--- src/mlta_pkg.sv ---
// Package for the MAC learning table with aging.
// Holds the command codes, table constants and the search status type.
// Has no dependencies; used by mlta_search and the top level.
package mlta_pkg;

    localparam int MAC_W         = 48;
    localparam int PORT_W        = 8;
    localparam int VLAN_W        = 16;
    localparam int AGE_W         = 8;
    localparam int ETYPE_W       = 16;
    localparam int ENTRY_INDEX_W = 6;
    localparam int ENTRY_W       = MAC_W + PORT_W + VLAN_W;

    localparam logic [AGE_W-1:0]   AGE_FRESH    = 8'hFF;
    localparam logic [AGE_W-1:0]   AGE_LAST     = 8'h01;
    localparam logic [AGE_W-1:0]   AGE_FREE     = 8'h00;
    localparam logic [PORT_W-1:0]  PORT_NONE    = 8'hFF;
    localparam logic [VLAN_W-1:0]  VLAN_NONE    = 16'h0000;
    localparam logic [ETYPE_W-1:0] TAG_TYPE     = 16'h8100;
    localparam logic [MAC_W-1:0]   MAC_ALL_ONES = 48'hFFFF_FFFF_FFFF;

    typedef enum logic [1:0] {
        KIND_LEARN  = 2'd0,
        KIND_LOOKUP = 2'd1,
        KIND_TICK   = 2'd2,
        KIND_FLUSH  = 2'd3
    } t_kind;

    typedef struct packed {
        logic match;
        logic free;
    } t_search_flags;

endpackage

--- src/mlta_search.sv ---
// Search unit of the MAC learning table: watches the entries streamed out of the
// tables and keeps the first live match, the first free entry and the oldest entry.
// Depends on mlta_pkg.
module mlta_search
    import mlta_pkg::*;
#(
    parameter int AW = 6
) (
    input  logic                i_clk,
    input  logic                i_rst_n,
    input  logic                i_start,
    input  logic                i_valid,
    input  logic [AW-1:0]       i_idx,
    input  logic [AGE_W-1:0]    i_age,
    input  logic [ENTRY_W-1:0]  i_entry,
    input  logic [MAC_W-1:0]    i_query,
    output t_search_flags       o_flags,
    output logic [AW-1:0]       o_match_idx,
    output logic [PORT_W-1:0]   o_match_port,
    output logic [VLAN_W-1:0]   o_match_vlan,
    output logic [AW-1:0]       o_free_idx,
    output logic [AW-1:0]       o_min_idx
);

    t_search_flags       r_flags;
    logic [AW-1:0]       r_match_idx;
    logic [PORT_W-1:0]   r_match_port;
    logic [VLAN_W-1:0]   r_match_vlan;
    logic [AW-1:0]       r_free_idx;
    logic [AW-1:0]       r_min_idx;
    logic [AGE_W-1:0]    r_min_age;

    logic [MAC_W-1:0]    w_mac;
    logic [PORT_W-1:0]   w_port;
    logic [VLAN_W-1:0]   w_vlan;
    logic                w_live;

    assign {w_mac, w_port, w_vlan} = i_entry;
    assign w_live = (i_age != AGE_FREE);

    always_ff @(posedge i_clk) begin
        if (!i_rst_n) begin
            r_flags <= '0;
        end else if (i_start) begin
            r_flags <= '0;
        end else if (i_valid) begin
            if (w_live && (w_mac == i_query)) begin
                r_flags.match <= 1'b1;
            end
            if (!w_live) begin
                r_flags.free <= 1'b1;
            end
        end
    end

    always_ff @(posedge i_clk) begin
        if (i_start) begin
            r_min_age <= AGE_FRESH;
            r_min_idx <= '0;
        end else if (i_valid) begin
            if (w_live && (w_mac == i_query) && !r_flags.match) begin
                r_match_idx  <= i_idx;
                r_match_port <= w_port;
                r_match_vlan <= w_vlan;
            end
            if (!w_live && !r_flags.free) begin
                r_free_idx <= i_idx;
            end
            if (i_age < r_min_age) begin
                r_min_age <= i_age;
                r_min_idx <= i_idx;
            end
        end
    end

    assign o_flags      = r_flags;
    assign o_match_idx  = r_match_idx;
    assign o_match_port = r_match_port;
    assign o_match_vlan = r_match_vlan;
    assign o_free_idx   = r_free_idx;
    assign o_min_idx    = r_min_idx;

endmodule

--- config.mk ---
export PLATFORM = sky130hd
export DESIGN_NAME = mlta_search
export DESIGN_NICKNAME = d
export VERILOG_FILES = /design/src/mlta_pkg.sv /design/src/mlta_search.sv
export SDC_FILE = /design/constraint.sdc
export NUM_CORES = 1
export LEC_CHECK = 0
export ABC_CLOCK_PERIOD_IN_PS = 6200
export BUFFER_PORTS_ARGS = -buffer_cell sky130_fd_sc_hd__buf_2
export CAP_MARGIN = 20
export CELL_PAD_IN_SITES_DETAIL_PLACEMENT = 1
export CELL_PAD_IN_SITES_GLOBAL_PLACEMENT = 1
export CORE_MARGIN = 5
export CORE_UTILIZATION = 30
export CTS_CLUSTER_DIAMETER = 200
export DETAILED_ROUTE_END_ITERATION = 12
export HOLD_SLACK_MARGIN = 0.1
export PLACE_DENSITY_LB_ADDON = 0.2
export SYNTH_ARGS = -nofsm -noshare
export SYNTH_HDL_FRONTEND = slang
export SYNTH_SLANG_ARGS = --single-unit
export TNS_END_PERCENT = 10
--- constraint.sdc ---
create_clock -name i_clk -period 6.2 [get_ports i_clk]
set_input_delay 0.62 -clock i_clk [delete_from_list [all_inputs] [get_ports i_clk]]
set_output_delay 0.62 -clock i_clk [all_outputs]
set_load 0.005 [all_outputs]
# Word level (Yosys, flattened, before mapping)
# Cells that the tools add are included.
# Widths: inputs -> output; s select.
word_totals:
  register_bits: 52
  elab_cells: 26
  output_inout_bits: 44
  in_bits: 138
classes:
  eq_ne: 1
  reduce_logical: 13
  n_lt_le_gt_ge: 1
  n_bitwise: 3
op_table:
  columns: ["cell", "n"]
  rows:
  - ["$eq 48x48->1", 1]
  - ["$lt 8x8->1", 1]
  - ["$reduce_bool 8->1", 1]
  - ["$reduce_and 2->1", 3]
  - ["$reduce_and 3->1", 2]
  - ["$logic_and 1x1->1", 3]
  - ["$logic_not 1->1", 3]
  - ["$not 1->1", 3]
  - ["$reduce_or 2->1", 1]

# Depth between registers and ports, before layout
logic_depth:
  word_depth: 4
  ltp_mapped: 8

# Worst setup path before layout
# Ideal clock, no wire load.
synth_timing:
  path_kind: "input-to-reg"
  start: "input i_query[13]"
  end: "register r_match_idx[0] (netlist: o_match_idx[0]), enable pin"
  cell_stages: 5
  slack_ns: 1.251
  arrival_time_ns: 4.445
  cell_sequence: "xnor2_1 -> nand4_1 -> nor4_1 -> nand4_1 -> nor4b_1"
synth_between:
  elab_chain_cells: 4
synth_rtl:
  columns: ["element", "line", "source"]
  rows:
  - ["start, declared", "mlta_search.sv:16", "input logic [MAC_W-1:0] i_query,"]
  - ["$eq 48x48->1", "mlta_search.sv:61", "if (w_live && (w_mac == i_query) && !r_flags.match) begin"]
  - ["$logic_and 1x1->1 (2 in a row)", "mlta_search.sv:61", null]
  - ["$reduce_and 3->1 (no source line)", null, null]
  - ["end signal, assigned", "mlta_search.sv:62", "r_match_idx <= i_idx;"]
  - ["end, declared", "mlta_search.sv:26", "logic [AW-1:0] r_match_idx;"]
# No other way between the ends.
# A chain may end at the register's enable or synchronous reset.

# Worst setup path in the final report
layout_timing:
  start: "input i_age[5]"
  end: "register r_min_idx[4] (netlist: o_min_idx[4])"
layout_between:
  elab_chain_cells: 2
layout_rtl:
  columns: ["element", "line", "source"]
  rows:
  - ["start, declared", "mlta_search.sv:14", "input logic [AGE_W-1:0] i_age,"]
  - ["$lt 8x8->1", "mlta_search.sv:69", "if (i_age < r_min_age) begin"]
  - ["$reduce_and 2->1 (no source line)", null, null]
  - ["end signal, assigned", "mlta_search.sv:71", "r_min_idx <= i_idx;"]
  - ["end, declared", "mlta_search.sv:30", "logic [AW-1:0] r_min_idx;"]
# No other way between the ends.

==> results.txt <==
The run finished with clean final reports. The worst slew margin relative to its limit is 0.350. The number of antenna violations at the first check in global routing is 0. The ratio of total power to cell area came out at 201 nW/µm².

Of the total synthesized cell area, the portion taken by AND, OR, NAND and NOR gates is 0.164. The number of synthesized flops with an enable pin came out at 36. The data required time at the worst endpoint came out at 6.43 ns. The portion of the post-synthesis area used by sequential elements is 0.539. The clock period minus worst slack is 2.52 ns. By instance count, the leading cell after synthesis is xnor2_1. Counting instances in the post-synthesis netlist gives the leading cell types as xnor2_1 (48), edfxtp_1 (36), nand4_1 (24). The launching element of the worst setup path is i_age[5]. The most used flip-flop cell after synthesis is edfxtp_1.

The complex-gate fraction of the synthesized area is 0.0274. The largest area contributor in the synthesized netlist is edfxtp_1. The layout net count is 544.

The final wirelength is 7870 µm. In this run the critical register-to-register path is launched from r_min_age[5]. The max-capacitance violation count came out at 0.

For this run, design rule violations remaining after detail routing come to 0. The clock net in this run drives a total of 52 sinks. The area of the multi-input gates is 1160 µm². Setup repair after global routing left no endpoint under its margin. The cell count after synthesis is 214. The share of cells above drive strength 1 is 0.483.

The maximum clock frequency is 397 MHz. The count of buffers inserted at the top-level ports is 181. The type of the worst setup path is primary input to register. Once detail routing completed, the nets flagged for antenna violations numbered 0. The part of the total power dissipated in combinational logic came out at 0.183.

The horizontal die dimension is 103 µm. Of the total synthesized cell area, the portion taken by full adders, half adders and majority gates is 0.0337. Buffers inserted during clock tree synthesis total 5.

The vias after detailed routing came out at 2315. Relative to the synthesized area, the layout overhead comes to 44.1%. The worst register-to-register path has a setup slack of 3.75 ns. The final antenna diode count came out at 0.

The first global-routing pass estimated 11800 µm of wire. The finished cells cover 3740 µm². The maximum count of clock buffers along a single path came out at 2. The overall die height is 103 µm.

In this run the static leakage power is 1.66 nW. The area of the die came out at 10600 µm². The number of synthesized register bits is 52. The synthesized cell area came out at 2600 µm².

The mean instance size in the synthesized netlist is 12.1 µm². The number of endpoints with negative hold slack in the final report is 0. The number of cells on the worst reg-to-reg path came out at 6. The kind of start point of the critical path is a primary input. After global routing the overflow that remains totals 0.

The proportion of register bits with asynchronous set or reset after synthesis is 0. The fraction of the core area covered by cells at the end of the flow is 0.436. The portion of total power attributed to the clock network is 0.310. The number of cell rows is 34. After detailed routing, the number of vias per cell comes to 4.56.

The internal power consumption is 0.000574 W. The number of setup violations in the final report came out at 0. The worst voltage drop across the vdd grid came out at 0.0897 mV. The share of synthesized area in the top cell type comes to 0.416.

Across every metal layer, demand over resource in global routing totals 0.144. Of the total synthesized cell area, the portion taken by XOR and XNOR cells is 0.162. STA classifies the critical path endpoint as a register. In the post-synthesis netlist, the biggest area contributors are edfxtp_1 (42%), xnor2_1 (16%), dfxtp_1 (12%). The completed layout was analyzed and its total power is 0.000753 W. The arrival time reported for the critical path endpoint came out at 2.75 ns.

The switching power came out at 0.000179 W. The number of H-tree branching levels is 2. The portion of the clock cycle consumed by the worst path in the final layout came out at 0.407. The buffer count from post-CTS setup fixing is 0. Counting the fill cells in the layout gives 1026. The placed cell count is 500. The initial core utilization is 0.302. Of the total power, the share spent switching nets is 0.238.

The number of pins with negative max-slew slack in the final report came to 0. The via count of the first global-routing pass came out at 2587. The core footprint is 8590 µm². The first routing iteration left 45 violations. For this design, the CTS-stage hold fixing added 0 buffers. The post-CTS resize count came out at 0. The clock latency of the later-clocked register in the worst-skew pair came out at 0.30 ns.

182 I/O pins were placed. The cell at the root of the clock tree is clkbuf_8. The filler-free cell count of the finished design is 508.

The register clock-pin slew on the reported worst setup and hold paths is 0.10 ns. The per-cell routed wire length came out at 15.5 µm. The half-perimeter wire length after detailed placement came out at 6860 µm. The post-synth net total came out at 359. Across the whole layout, storage elements account for 1400 µm². The worst register-to-register path ends at o_min_idx[4]. The post-route setup TNS is 0 ns.

The class of the tightest hold or removal check is primary input to register. The post-placement cell area came out at 3630 µm². TritonCTS built the clock tree. The yosys synthesis warning count came out at 0. The critical-path maximum fanout came out at 14.

The slew of the pin with the lowest slew margin came out at 0.976 ns. The mux contribution to synthesized area is 0.0539. The dominant combinational cell family by area after synthesis is simple AND/OR/NAND/NOR gates. Of the total power, registers draw 0.507. The critical path ends at o_min_idx[4]. The clock arrives with 0.00556 ns of skew. Routability-driven placement finished with a final weighted congestion of 0.777. The first-pass iteration count of the detailed router is 4. Entering global routing, the biggest net connects 32 pins. The number of distinct library cell variants in the gate-level netlist after synthesis came out at 26.
-- layout by cell type (no fill, tap or decap), drive strengths merged, types with 2 or more instances in the layout --
cell,synthesis,routed
buf,1,182
clkbuf,3,6
dfxtp,16,16
edfxtp,36,36
ha,7,7
inv,7,8
mux2i,14,14
nand2,4,4
nand2b,14,14
nand4,24,24
nor2,19,19
nor2b,2,2
nor4,5,5
or4,3,3
xnor2,48,48
-- registers in the layout, summed over array words and instances, names as in the netlist --
| register | count |
|---|---|
| o_flags | 2 |
| o_free_idx | 6 |
| o_match_idx | 6 |
| o_match_port | 8 |
| o_match_vlan | 16 |
| o_min_idx | 6 |
| r_min_age | 8 |
-- logic make-up after synthesis --
kind of cell | after synthesis
xor gates and xnor gates | 48
adders and majority gates | 7
and+or+nand+nor | 75
DFF | 52
buffers and inverters | 11
AOI/OAI and AO/OA | 7
muxes | 14
-- cell type report --
class / instances / area share
clock buffer: 6 / 0.0194
sequential: 52 / 0.374
inverter: 7 / 0.00702
clock inverter: 2 / 0.0104
timing repair buffer: 182 / 0.244
tap: 108 / 0.0361
multi-input combinational: 151 / 0.309
-- worst min-delay path by stage --
stage | endpoint | depth (start not counted) | from | slack (ns)
after detailed placement | o_min_idx[0] | 2 | o_min_idx[0] | 0.48
after global routing | o_match_port[4] | 1 | i_entry[20] | 0.47
after global placement | o_min_idx[0] | 2 | o_min_idx[0] | 0.46
after floorplan | o_min_idx[0] | 2 | o_min_idx[0] | 0.46
after CTS | o_match_vlan[2] | 1 | i_entry[2] | 0.48
final | o_match_vlan[4] | 1 | i_entry[4] | 0.49
-- through the flow --
step / setup slack (ns) / hold WS (ns)
after floorplan: 1.25 / 0.465
after global placement: 3.39 / 0.457
after detailed placement: 3.32 / 0.485
after CTS: 3.63 / 0.480
after global routing: 3.53 / 0.467
final: 3.68 / 0.488
-- power by group through the flow --
stage | registers [W] | clock network [W] | logic, W
after detailed placement | 0.000389 | 0 | 0.000140
after global placement | 0.000389 | 0 | 0.000136
final | 0.000381 | 0.000234 | 0.000138
after CTS | 0.000381 | 0.000242 | 0.000141
after global routing | 0.000382 | 0.000254 | 0.000154
after floorplan | 0.000389 | 0 | 0.0000721
-- worst max-delay path, cell delays in order --
cell and delay, ns:
buf_2 0.12, ha_1 0.21, or3_4 0.39, a211o_1 0.31, a221oi_4 0.82, mux2i_1 0.27
-- metal layers --
metal	track usage	routed length, µm
met1	0.149	2770
met4	0.0378	93
met2	0.276	4260
met5	0	0
met3	0.0447	742
Note: power is estimated with default switching activity, not from simulation.
