==> src/mlta_ram.sv <==
// Generic simple dual-port RAM with one write port and one registered read port.
// Width and depth are parameters. No dependencies.
module mlta_ram #(
    parameter int WIDTH = 8,
    parameter int DEPTH = 64
) (
    input  logic                     i_clk,
    input  logic                     i_we,
    input  logic [$clog2(DEPTH)-1:0] i_waddr,
    input  logic [WIDTH-1:0]         i_wdata,
    input  logic [$clog2(DEPTH)-1:0] i_raddr,
    output logic [WIDTH-1:0]         o_rdata
);

    logic [WIDTH-1:0] r_mem [DEPTH];
    logic [WIDTH-1:0] r_rdata;

    always_ff @(posedge i_clk) begin
        if (i_we) begin
            r_mem[i_waddr] <= i_wdata;
        end
        r_rdata <= r_mem[i_raddr];
    end

    assign o_rdata = r_rdata;

endmodule

==> config.mk <==
export PLATFORM = sky130hd
export DESIGN_NAME = mlta_ram
export DESIGN_NICKNAME = d
export VERILOG_FILES = /design/src/mlta_ram.sv
export SDC_FILE = /design/constraint.sdc
export NUM_CORES = 1
export LEC_CHECK = 0
export ABC_AREA = 1
export BUFFER_PORTS_ARGS = -buffer_cell sky130_fd_sc_hd__buf_2
export CORE_MARGIN = 10
export CORE_UTILIZATION = 25
export DETAILED_ROUTE_END_ITERATION = 10
export PLACE_DENSITY = 0.42
export RECOVER_POWER = 100
export SETUP_SLACK_MARGIN = 0.2
export SYNTH_ARGS = -nofsm -noshare
export SYNTH_HDL_FRONTEND = slang
export SYNTH_SLANG_ARGS = --single-unit
==> constraint.sdc <==
create_clock -name i_clk -period 3.2 [get_ports i_clk]
set_input_delay 0.64 -clock i_clk [delete_from_list [all_inputs] [get_ports i_clk]]
set_output_delay 0.64 -clock i_clk [all_outputs]
set_load 0.005 [all_outputs]
== Word-level counts from Yosys, hierarchy flattened ==
Memory sizes are Yosys's and may differ from the RTL's. A register that Yosys moved wholly into a read port is not among the register bits.
Index checks and enable logic that the tools add are counted.

* Muxes and demuxes: 2

{| class="wikitable"
|+ Operator list
! kind !! number
|-
| 1-bit two-way mux || 2
|}

* Flip-flop bits (word level): 0
* Bits in writable memories: 512
* Input bits: 22
* Output and inout port bits: 8
* Logic and storage cells: 3
* Memories kept: 1

{| class="wikitable"
|+ Memories
! memory !! words !! bits a word !! rd ports !! clocked after memory_dff !! wr ports !! RTL line !! text
|-
| r_mem || 64 || 8 || 1 || 1 || 1 || 15 || <nowiki>logic [WIDTH-1:0] r_mem [DEPTH];</nowiki>
|}

== Depth between registers and ports, before layout ==
Gate-level depths: netlist of run 1.

* Depth in word-level cells: 2
* Depth in mapped cells: 12
* Depth with buffers taken out: 9

== Worst setup path before layout of run 1 ==
No wires, ideal clock.

* Path type: input -> register
* Start: input i_we
* End: memory r_mem[48][0], enable pin
* Setup time: 0.395 ns
* Arrival: 2.011 ns
* Required time: 2.805 ns
* Path slack: 0.794 ns
* Cell stages on the path: 3
* Buffers on the path: 1
* Path through: clkbuf_1 -> nand4_1 -> nor4_1

* Cells in the longest elaborated chain, start to end: 2

{| class="wikitable"
|+ RTL lines
! what !! RTL line !! text
|-
| start, declared || 8 || <nowiki>input logic i_we,</nowiki>
|-
| 1-bit two-way mux || 19 || <nowiki>if (i_we) begin</nowiki>
|-
| 1-bit two-way mux (implied by the code) || 20 || <nowiki>r_mem[i_waddr] <= i_wdata;</nowiki>
|-
| end, declared || 15 ||
|}

Every way passes these cells.

==> run metrics, run 1 <==
Fmax achieved=406 MHz; clock skew=roughly 0.013 ns; post-synth top area cell=edfxtp_1; Resize count post-CTS=0; met2 routed WL=around 28000 um; layout cells sized above 1=6.07%; Rel. slew slack=-33.8%; Root Buffer=clkbuf_16; CP Max Fanout=67; clk_lat worst skew=between 0.6 and 0.7 ns; Pins Over Slew Limit=around 260; clock transition at the registers of the reported paths=about 0.060 ns; DR WL/cell=about 20 um; min cycle time layout=between 2 and 2.5 ns; vias in the first global route=13467; post-synth design cell area=21300 um2; Die Ht=between 300 and 400 um; post-DR vias/cell=4.47; hold-fix buffers at CTS=0; most area-consuming cells after synthesis=edfxtp_1, nand2_1, nand3_1; worst hold path class=in -> reg; CTS tree=done; DIE AREA=approximately 97000 um2; setup TNS=0 ns; syn_area_per_cell=approximately 12 um2; Worst Setup Path Type=in -> reg; Total Routed Length=around 60000 um; Die Wd=~310 um; failing checks=max-capacitance violations, max-slew violations; GP Congestion=approximately 0.8; fin util=just under 30%; antenna violations before repair=6; Post-DP Area=23100 um2; Power, Total=between 10 and 15 mW; Nets=~1900; Inserted Clock Buffers=just under 60; status=finished with violations; final hold viol count=0; count of clock tree sinks=520; Crit. End Element=flip-flop; Syn. warnings=0; I/O pin count=30; cell count after synthesis=between 1500 and 2000; Fin Hold WS=0.427 ns; share of the synthesized area in the top cell type=slightly above 70%; WP data required=between 3 and 4 ns; Max VDD drop=about 0.40 mV; port bufs=29; endpoints failing setup=0; H-tree levels=2; worst slew pin tran=between 2 and 2.5 ns; Iteration-0 DRC Markers=roughly 1100; count of cell types in the netlist=16; wire length on met1=29000 um; Max Cap Viol=8; post-route cell area=24500 um2; Area Overhead vs Synth=15.0%; DRC=0; cell area power density=just over 600 nW/um2; TritonRoute pass-1 iters=5; Detail Route Antenna Nets=0; Lkg Pwr=8.47 nW; Mapped Nets=about 1800; DR vias=about 14000; register area share after synthesis=just over 70%; Clock Tree Buf Depth=3; critical path launch point type=primary input; Row Count=around 110; Core Box Area=approximately 85000 um2; Tot GR Track Use=12.3%; Final Cycle Share=slightly below 80%; first-pass GRT wire length=about 90000 um; largest net degree at the start of global routing=about 110; Initial Util=between 20% and 30%; RSZ-0062 raised after global routing=false; dpl hpwl=roughly 37000 um; gr ovfl total=0; number of post-CTS setup repair buffers=0; met3 wire len=roughly 3200 um; Worst Path Arrival=between 3 and 4 ns; register bit total from synthesis=520; max layer used=met5
==> area by class of cell <==
type,count,area [um2]
fillers,8901,60300
repair buffers,128,729
well taps,1144,1430
multi-input cells,1160,4950
diodes,2,5.00
clock inverters,36,327
clock buffers,70,1520
inverters,12,55.1
flip-flops and latches,520,15500
==> registers in the layout, indices dropped and copies added (netlist names) <==
register	flops
o_rdata	8
r_mem	512
==> routing by layer <==
| layer | GRT usage [%] | up-vias |
|---|---|---|
| met5 | 0 | - |
| met4 | 3.23 | 4 |
| met3 | 2.42 | 81 |
| met2 | 19.3 | 313 |
| met1 | 17.1 | 6815 |
| li1 | - | 6511 |
==> metrics by stage <==
stage          std cells  worst slack [ns]
6_report            3072             0.735
3_3_place_gp        2964             0.576
5_1_grt             3070             0.543
3_5_place_dp        2964             0.567
2_1_floorplan       1805             0.794
4_1_cts             3070              1.21
==> report_power, final <==
group / internal, mW / switching [mW] / leakage [nW]
combinational: 0.217 / 0.688 / 2.89
clock: 3.84 / 2.66 / 0.905
sequential: 7.55 / 0.0282 / 4.67
total: 11.6 / 3.38 / 8.47
==> synth_stat cells <==
cell      number
inv_2          1
buf_6         35
buf_4         14
buf_8          2
buf_2         37
dfxtp_1        8
inv_6          1
clkbuf_1      15
nor2_1        56
nor4_1         8
nand4_1        9
buf_1         10
nand2_1      648
inv_1         10
edfxtp_1     512
nand3_1      439
==> worst max-delay path: stages <==
cell and delay (ns):
clkbuf_8 0.23, inv_8 0.29, clkbuf_4 0.74, nand2_1 0.10, nand3_1 0.11, nand3_1 0.19, nand2_1 0.14, nand2_1 0.06
nand3_1 0.09, nand3_1 0.22, nand2_1 0.14
==> path summary, 6_finish.rpt <==
kind | start | to | slack [ns] | depth (start not counted)
worst min-delay path | i_raddr[5] | o_rdata[5] | 0.43 | 3
worst max-delay path | i_raddr[0] | o_rdata[6] | 0.73 | 11
worst min register to register | r_mem[44][5] | o_rdata[5] | 0.83 | 8
worst max register to register | r_mem[59][0] | o_rdata[0] | 1.79 | 8
==> cells in the final DEF (no fill, tap or decap), drive strengths merged <==
master and count:
clkbuf 171, nand2 648, dfxtp 8, nor2 56
nand3 439, clkinv 26, edfxtp 512, nand4 9
bufinv 6, inv 14, clkinvlp 2, diode 2
nor4 8, buf 27
==> cells by family after synthesis <==
family / Yosys count / share of synthesized area [%]
simple gates: 1160 / 23.2
flops: 520 / 72.8
buf+inv: 125 / 4.02
(Power assumes the default switching activity.)
==> run 2, diff against run 1 <==
--- a/config.mk
+++ b/config.mk
@@ -5,12 +5,12 @@
 export SDC_FILE = /design/constraint.sdc
 export NUM_CORES = 1
 export LEC_CHECK = 0
-export ABC_AREA = 1
+export ABC_AREA = 0
 export BUFFER_PORTS_ARGS = -buffer_cell sky130_fd_sc_hd__buf_2
 export CORE_MARGIN = 10
 export CORE_UTILIZATION = 25
 export DETAILED_ROUTE_END_ITERATION = 10
-export PLACE_DENSITY = 0.42
+export PLACE_DENSITY = 0.43
 export RECOVER_POWER = 100
 export SETUP_SLACK_MARGIN = 0.2
 export SYNTH_ARGS = -nofsm -noshare
==> constraint.sdc (replaced) <==
create_clock -name i_clk -period 2 [get_ports i_clk]
set_input_delay 0.4 -clock i_clk [delete_from_list [all_inputs] [get_ports i_clk]]
set_output_delay 0.4 -clock i_clk [all_outputs]
set_load 0.005 [all_outputs]
==> run 2 against run 1 <==
The flow still finishes with violations (max-capacitance violations, max-slew violations). Clock-buffer cell count fell by 7. Sequential power rose by 60%. Register-to-register slack got worse by 1.7 ns. First-iteration DRC count fell by 32%. Synthesized area fell by 5.5%. Combinational power rose by 48%. Non-clock buffer count rose by 69. Design area fell by 0.34%. Clock power rose by 63%. Core utilization rose by 1.6 points.
==> run metrics, run 2 <==
Max VDD drop=0.864 mV (+110%); Pins Over Slew Limit=239 (-6.3%); status=finished with violations; most used cell, CP=mux4_2; synth cell count leaders=edfxtp_1, mux4_2, nor2_1; clock skew=0.0186 ns (+0.00514 ns); WP data required=2.47 ns (-1.28 ns); Total Routed Length=54100 um (-12%); post-synth design cell area=20200 um2 (-5.5%); CTS tree=done; Detail Route Antenna Nets=0 (unchanged); DIE AREA=92400 um2 (-5.1%); Crit. End Element=flip-flop; Area Overhead vs Synth=21.3%; post-synth top area cell=edfxtp_1; CP delay by family, top=multiplexers; CP Max Fanout=1 (-99%); number of post-CTS setup repair buffers=0 (unchanged); count of cell types in the netlist=40 (+24); Initial Util=25.1% (about the same); R2R depth=4 (-4); syn_area_per_cell=21.5 um2 (+81%); share of the synthesized area in the top cell type=76.2% (+4.2 points); endpoints failing setup=0 (unchanged); register bit total from synthesis=520 (unchanged); Fmax achieved=520 MHz; I/O pin count=30 (unchanged); CP max stage delay=0.50 ns (-0.24 ns); Worst Path Arrival=2.39 ns (-0.62 ns); most area-consuming cells after synthesis=edfxtp_1, mux4_2, nor2_1; ys async rst share=0% (unchanged); register area share after synthesis=77.0% (+4.2 points); hold depth=3 (unchanged); DR WL/cell=24.1 um (+20%); clock transition at the registers of the reported paths=0.06 ns (about the same); Worst Setup Path Type=reg -> reg; worst hold path class=in -> reg; GP Congestion=0.742 (-9.4%); count of clock tree sinks=520 (unchanged); RSZ-0062 raised after global routing=true; setup ws final=0.0753 ns (-0.660 ns); Core Box Area=80300 um2 (-5.4%); Post-Layout Cell Count=2244 (-27%); slowest CP cell=mux4_2; largest net degree at the start of global routing=65 (-43%); vias in the first global route=10628 (-21%); hold_sp=i_raddr[5]; gr ovfl total=0 (unchanged); H-tree levels=2 (unchanged); reg2reg end=o_rdata[3]; Top reg by flops=r_mem; most numerous cell in the Yosys netlist=edfxtp_1; port bufs=29 (unchanged); DR vias=9950 (-27%); post-DR vias/cell=4.43 (-0.75%); Post-synth EDFFs=512 (unchanged); Fin Hold WS=0.289 ns (-0.139 ns); WP buf/inv=0 (-3); Root Buffer=clkbuf_16; hold-fix buffers at CTS=0 (unchanged); commonest non-fill, non-tap cell in the layout=edfxtp_1; Row Count=104 (-2.8%); antenna violations before repair=5 (-1); Inserted Clock Buffers=54 (-6.9%); Levels on crit path=4 (-7); R2R setup slack=0.08 ns (-1.71 ns); DP Cell Count=2146 (-28%); worst slew pin tran=1.59 ns (-0.414 ns); Nets=1164 (-39%); Worst Hold Path EP=o_rdata[6]; RR Startpoint=r_mem[55][3]; TritonRoute pass-1 iters=4 (-1); Clock Tree Buf Depth=3 (unchanged); Die Wd=304 um (-2.6%); Tot GR Track Use=11.4% (-0.88 points); clk_lat worst skew=0.61 ns (about the same); min cycle time layout=1.92 ns; Die Ht=304 um (-2.6%); final hold viol count=0 (unchanged); DRC=0 (unchanged); first-pass GRT wire length=77700 um (-15%); failing checks=max-capacitance violations, max-slew violations; CP Cell Sequence=mux4_2 -> mux4_2 -> o21ai_1 -> o41ai_1; dpl hpwl=34800 um (-7.3%); cell count after synthesis=940 (-48%); commonest cells after routing, fill and taps aside=edfxtp_1, mux4_2, clkbuf_1; Syn. warnings=0 (unchanged); Rel. slew slack=-6.16% (+28 points); Final Cycle Share=96.2%; Iteration-0 DRC Markers=732 (-32%); Max Cap Viol=4 (-4); Post-synth top flop=edfxtp_1; Largest register FFs=512 (unchanged); layout cells sized above 1=29.3% (+23 points); Post-Place Setup Slack=-0.758 ns (-1.33 ns); cell area power density=983 nW/um2 (+61%); Lkg Pwr=7.57 nW (-11%); Mapped Nets=962 (-47%); critical path launch point type=flip-flop; setup TNS=0 ns (unchanged)
[run 2: cell count changes after synthesis, sizes merged, moves of 8 or more]
cell / before / now
mux4: 0 / 126
buf: 98 / 34
nor2b: 0 / 14
o22ai: 0 / 8
o221ai: 0 / 8
mux2i: 0 / 23
nor2: 56 / 83
nand2: 648 / 19
nand3: 439 / 13
mux2: 0 / 13
inv: 12 / 0
[run 2: worst register-to-register path, stage by stage, from the launching register on]
cell      delay [ns]
edfxtp_1        0.39
mux4_2          0.50
mux4_2          0.49
o21ai_1         0.28
o41ai_1         0.13
[run 2: timing repair]
item	in CTS	in global routing
cloned	0	0
setup endpoints to repair	8	8
resized for setup	28	8
pin swaps	6	1
[run 2: power by group]
part           total [mW]  internal [mW]  switching, mW
Clock                10.6           6.42           4.16
Combinational        1.34          0.555          0.786
Sequential           12.1           12.1         0.0597
[run 2: how the worst max path moves through the flow]
stage / slack, ns / from / endpoint
final: 0.08 / r_mem[55][3] / o_rdata[3]
after global routing: 0.04 / r_mem[29][4] / o_rdata[4]
after CTS: 0.08 / r_mem[21][6] / o_rdata[6]
after detailed placement: -0.76 / i_raddr[0] / o_rdata[7]
after global placement: -0.82 / i_raddr[0] / o_rdata[7]
after floorplan: 0.05 / i_raddr[0] / o_rdata[7]
[run 2: logic make-up (layout without fill, tap and decap cells)]
family	Yosys count	count (layout)	share of synthesized area (%)
other	0	1	0
multiplexers	162	162	15.9
buffers and inverters	51	294	1.57
AND/OR/NAND/NOR	153	153	3.39
flip-flops	520	520	77.0
AO/OA/AOI/OAI	54	54	2.07
[run 2: layout make-up]
class                           count  area, um2
Antenna cell                        1       2.50
Clock buffer                       63       1410
Clock inverter                     34        445
Fill cell                        7824      55800
Multi-Input combinational cell    369       4470
Sequential cell                   520      15500
Tap cell                         1060       1330
Timing Repair Buffer              197       1280
[run 2: layer usage]
metal	GRT usage, %	vias up	wire [um]
met5	0	-	27
met4	3.13	4	1250
met3	1.97	76	2030
met2	18.8	185	26600
met1	15.2	5351	24100
li1	-	4334	-
[run 2: per-stage QoR]
step / cell area (um2) / power, mW / utilization (%)
floorplan: 20300 / 13.0 / -
global placement: 23000 / 13.7 / 28.7
detailed placement: 23000 / 13.7 / 28.7
CTS: 25000 / 24.4 / 31.2
global route: 24500 / 24.9 / 30.5
finish: 24500 / 24.1 / 30.5
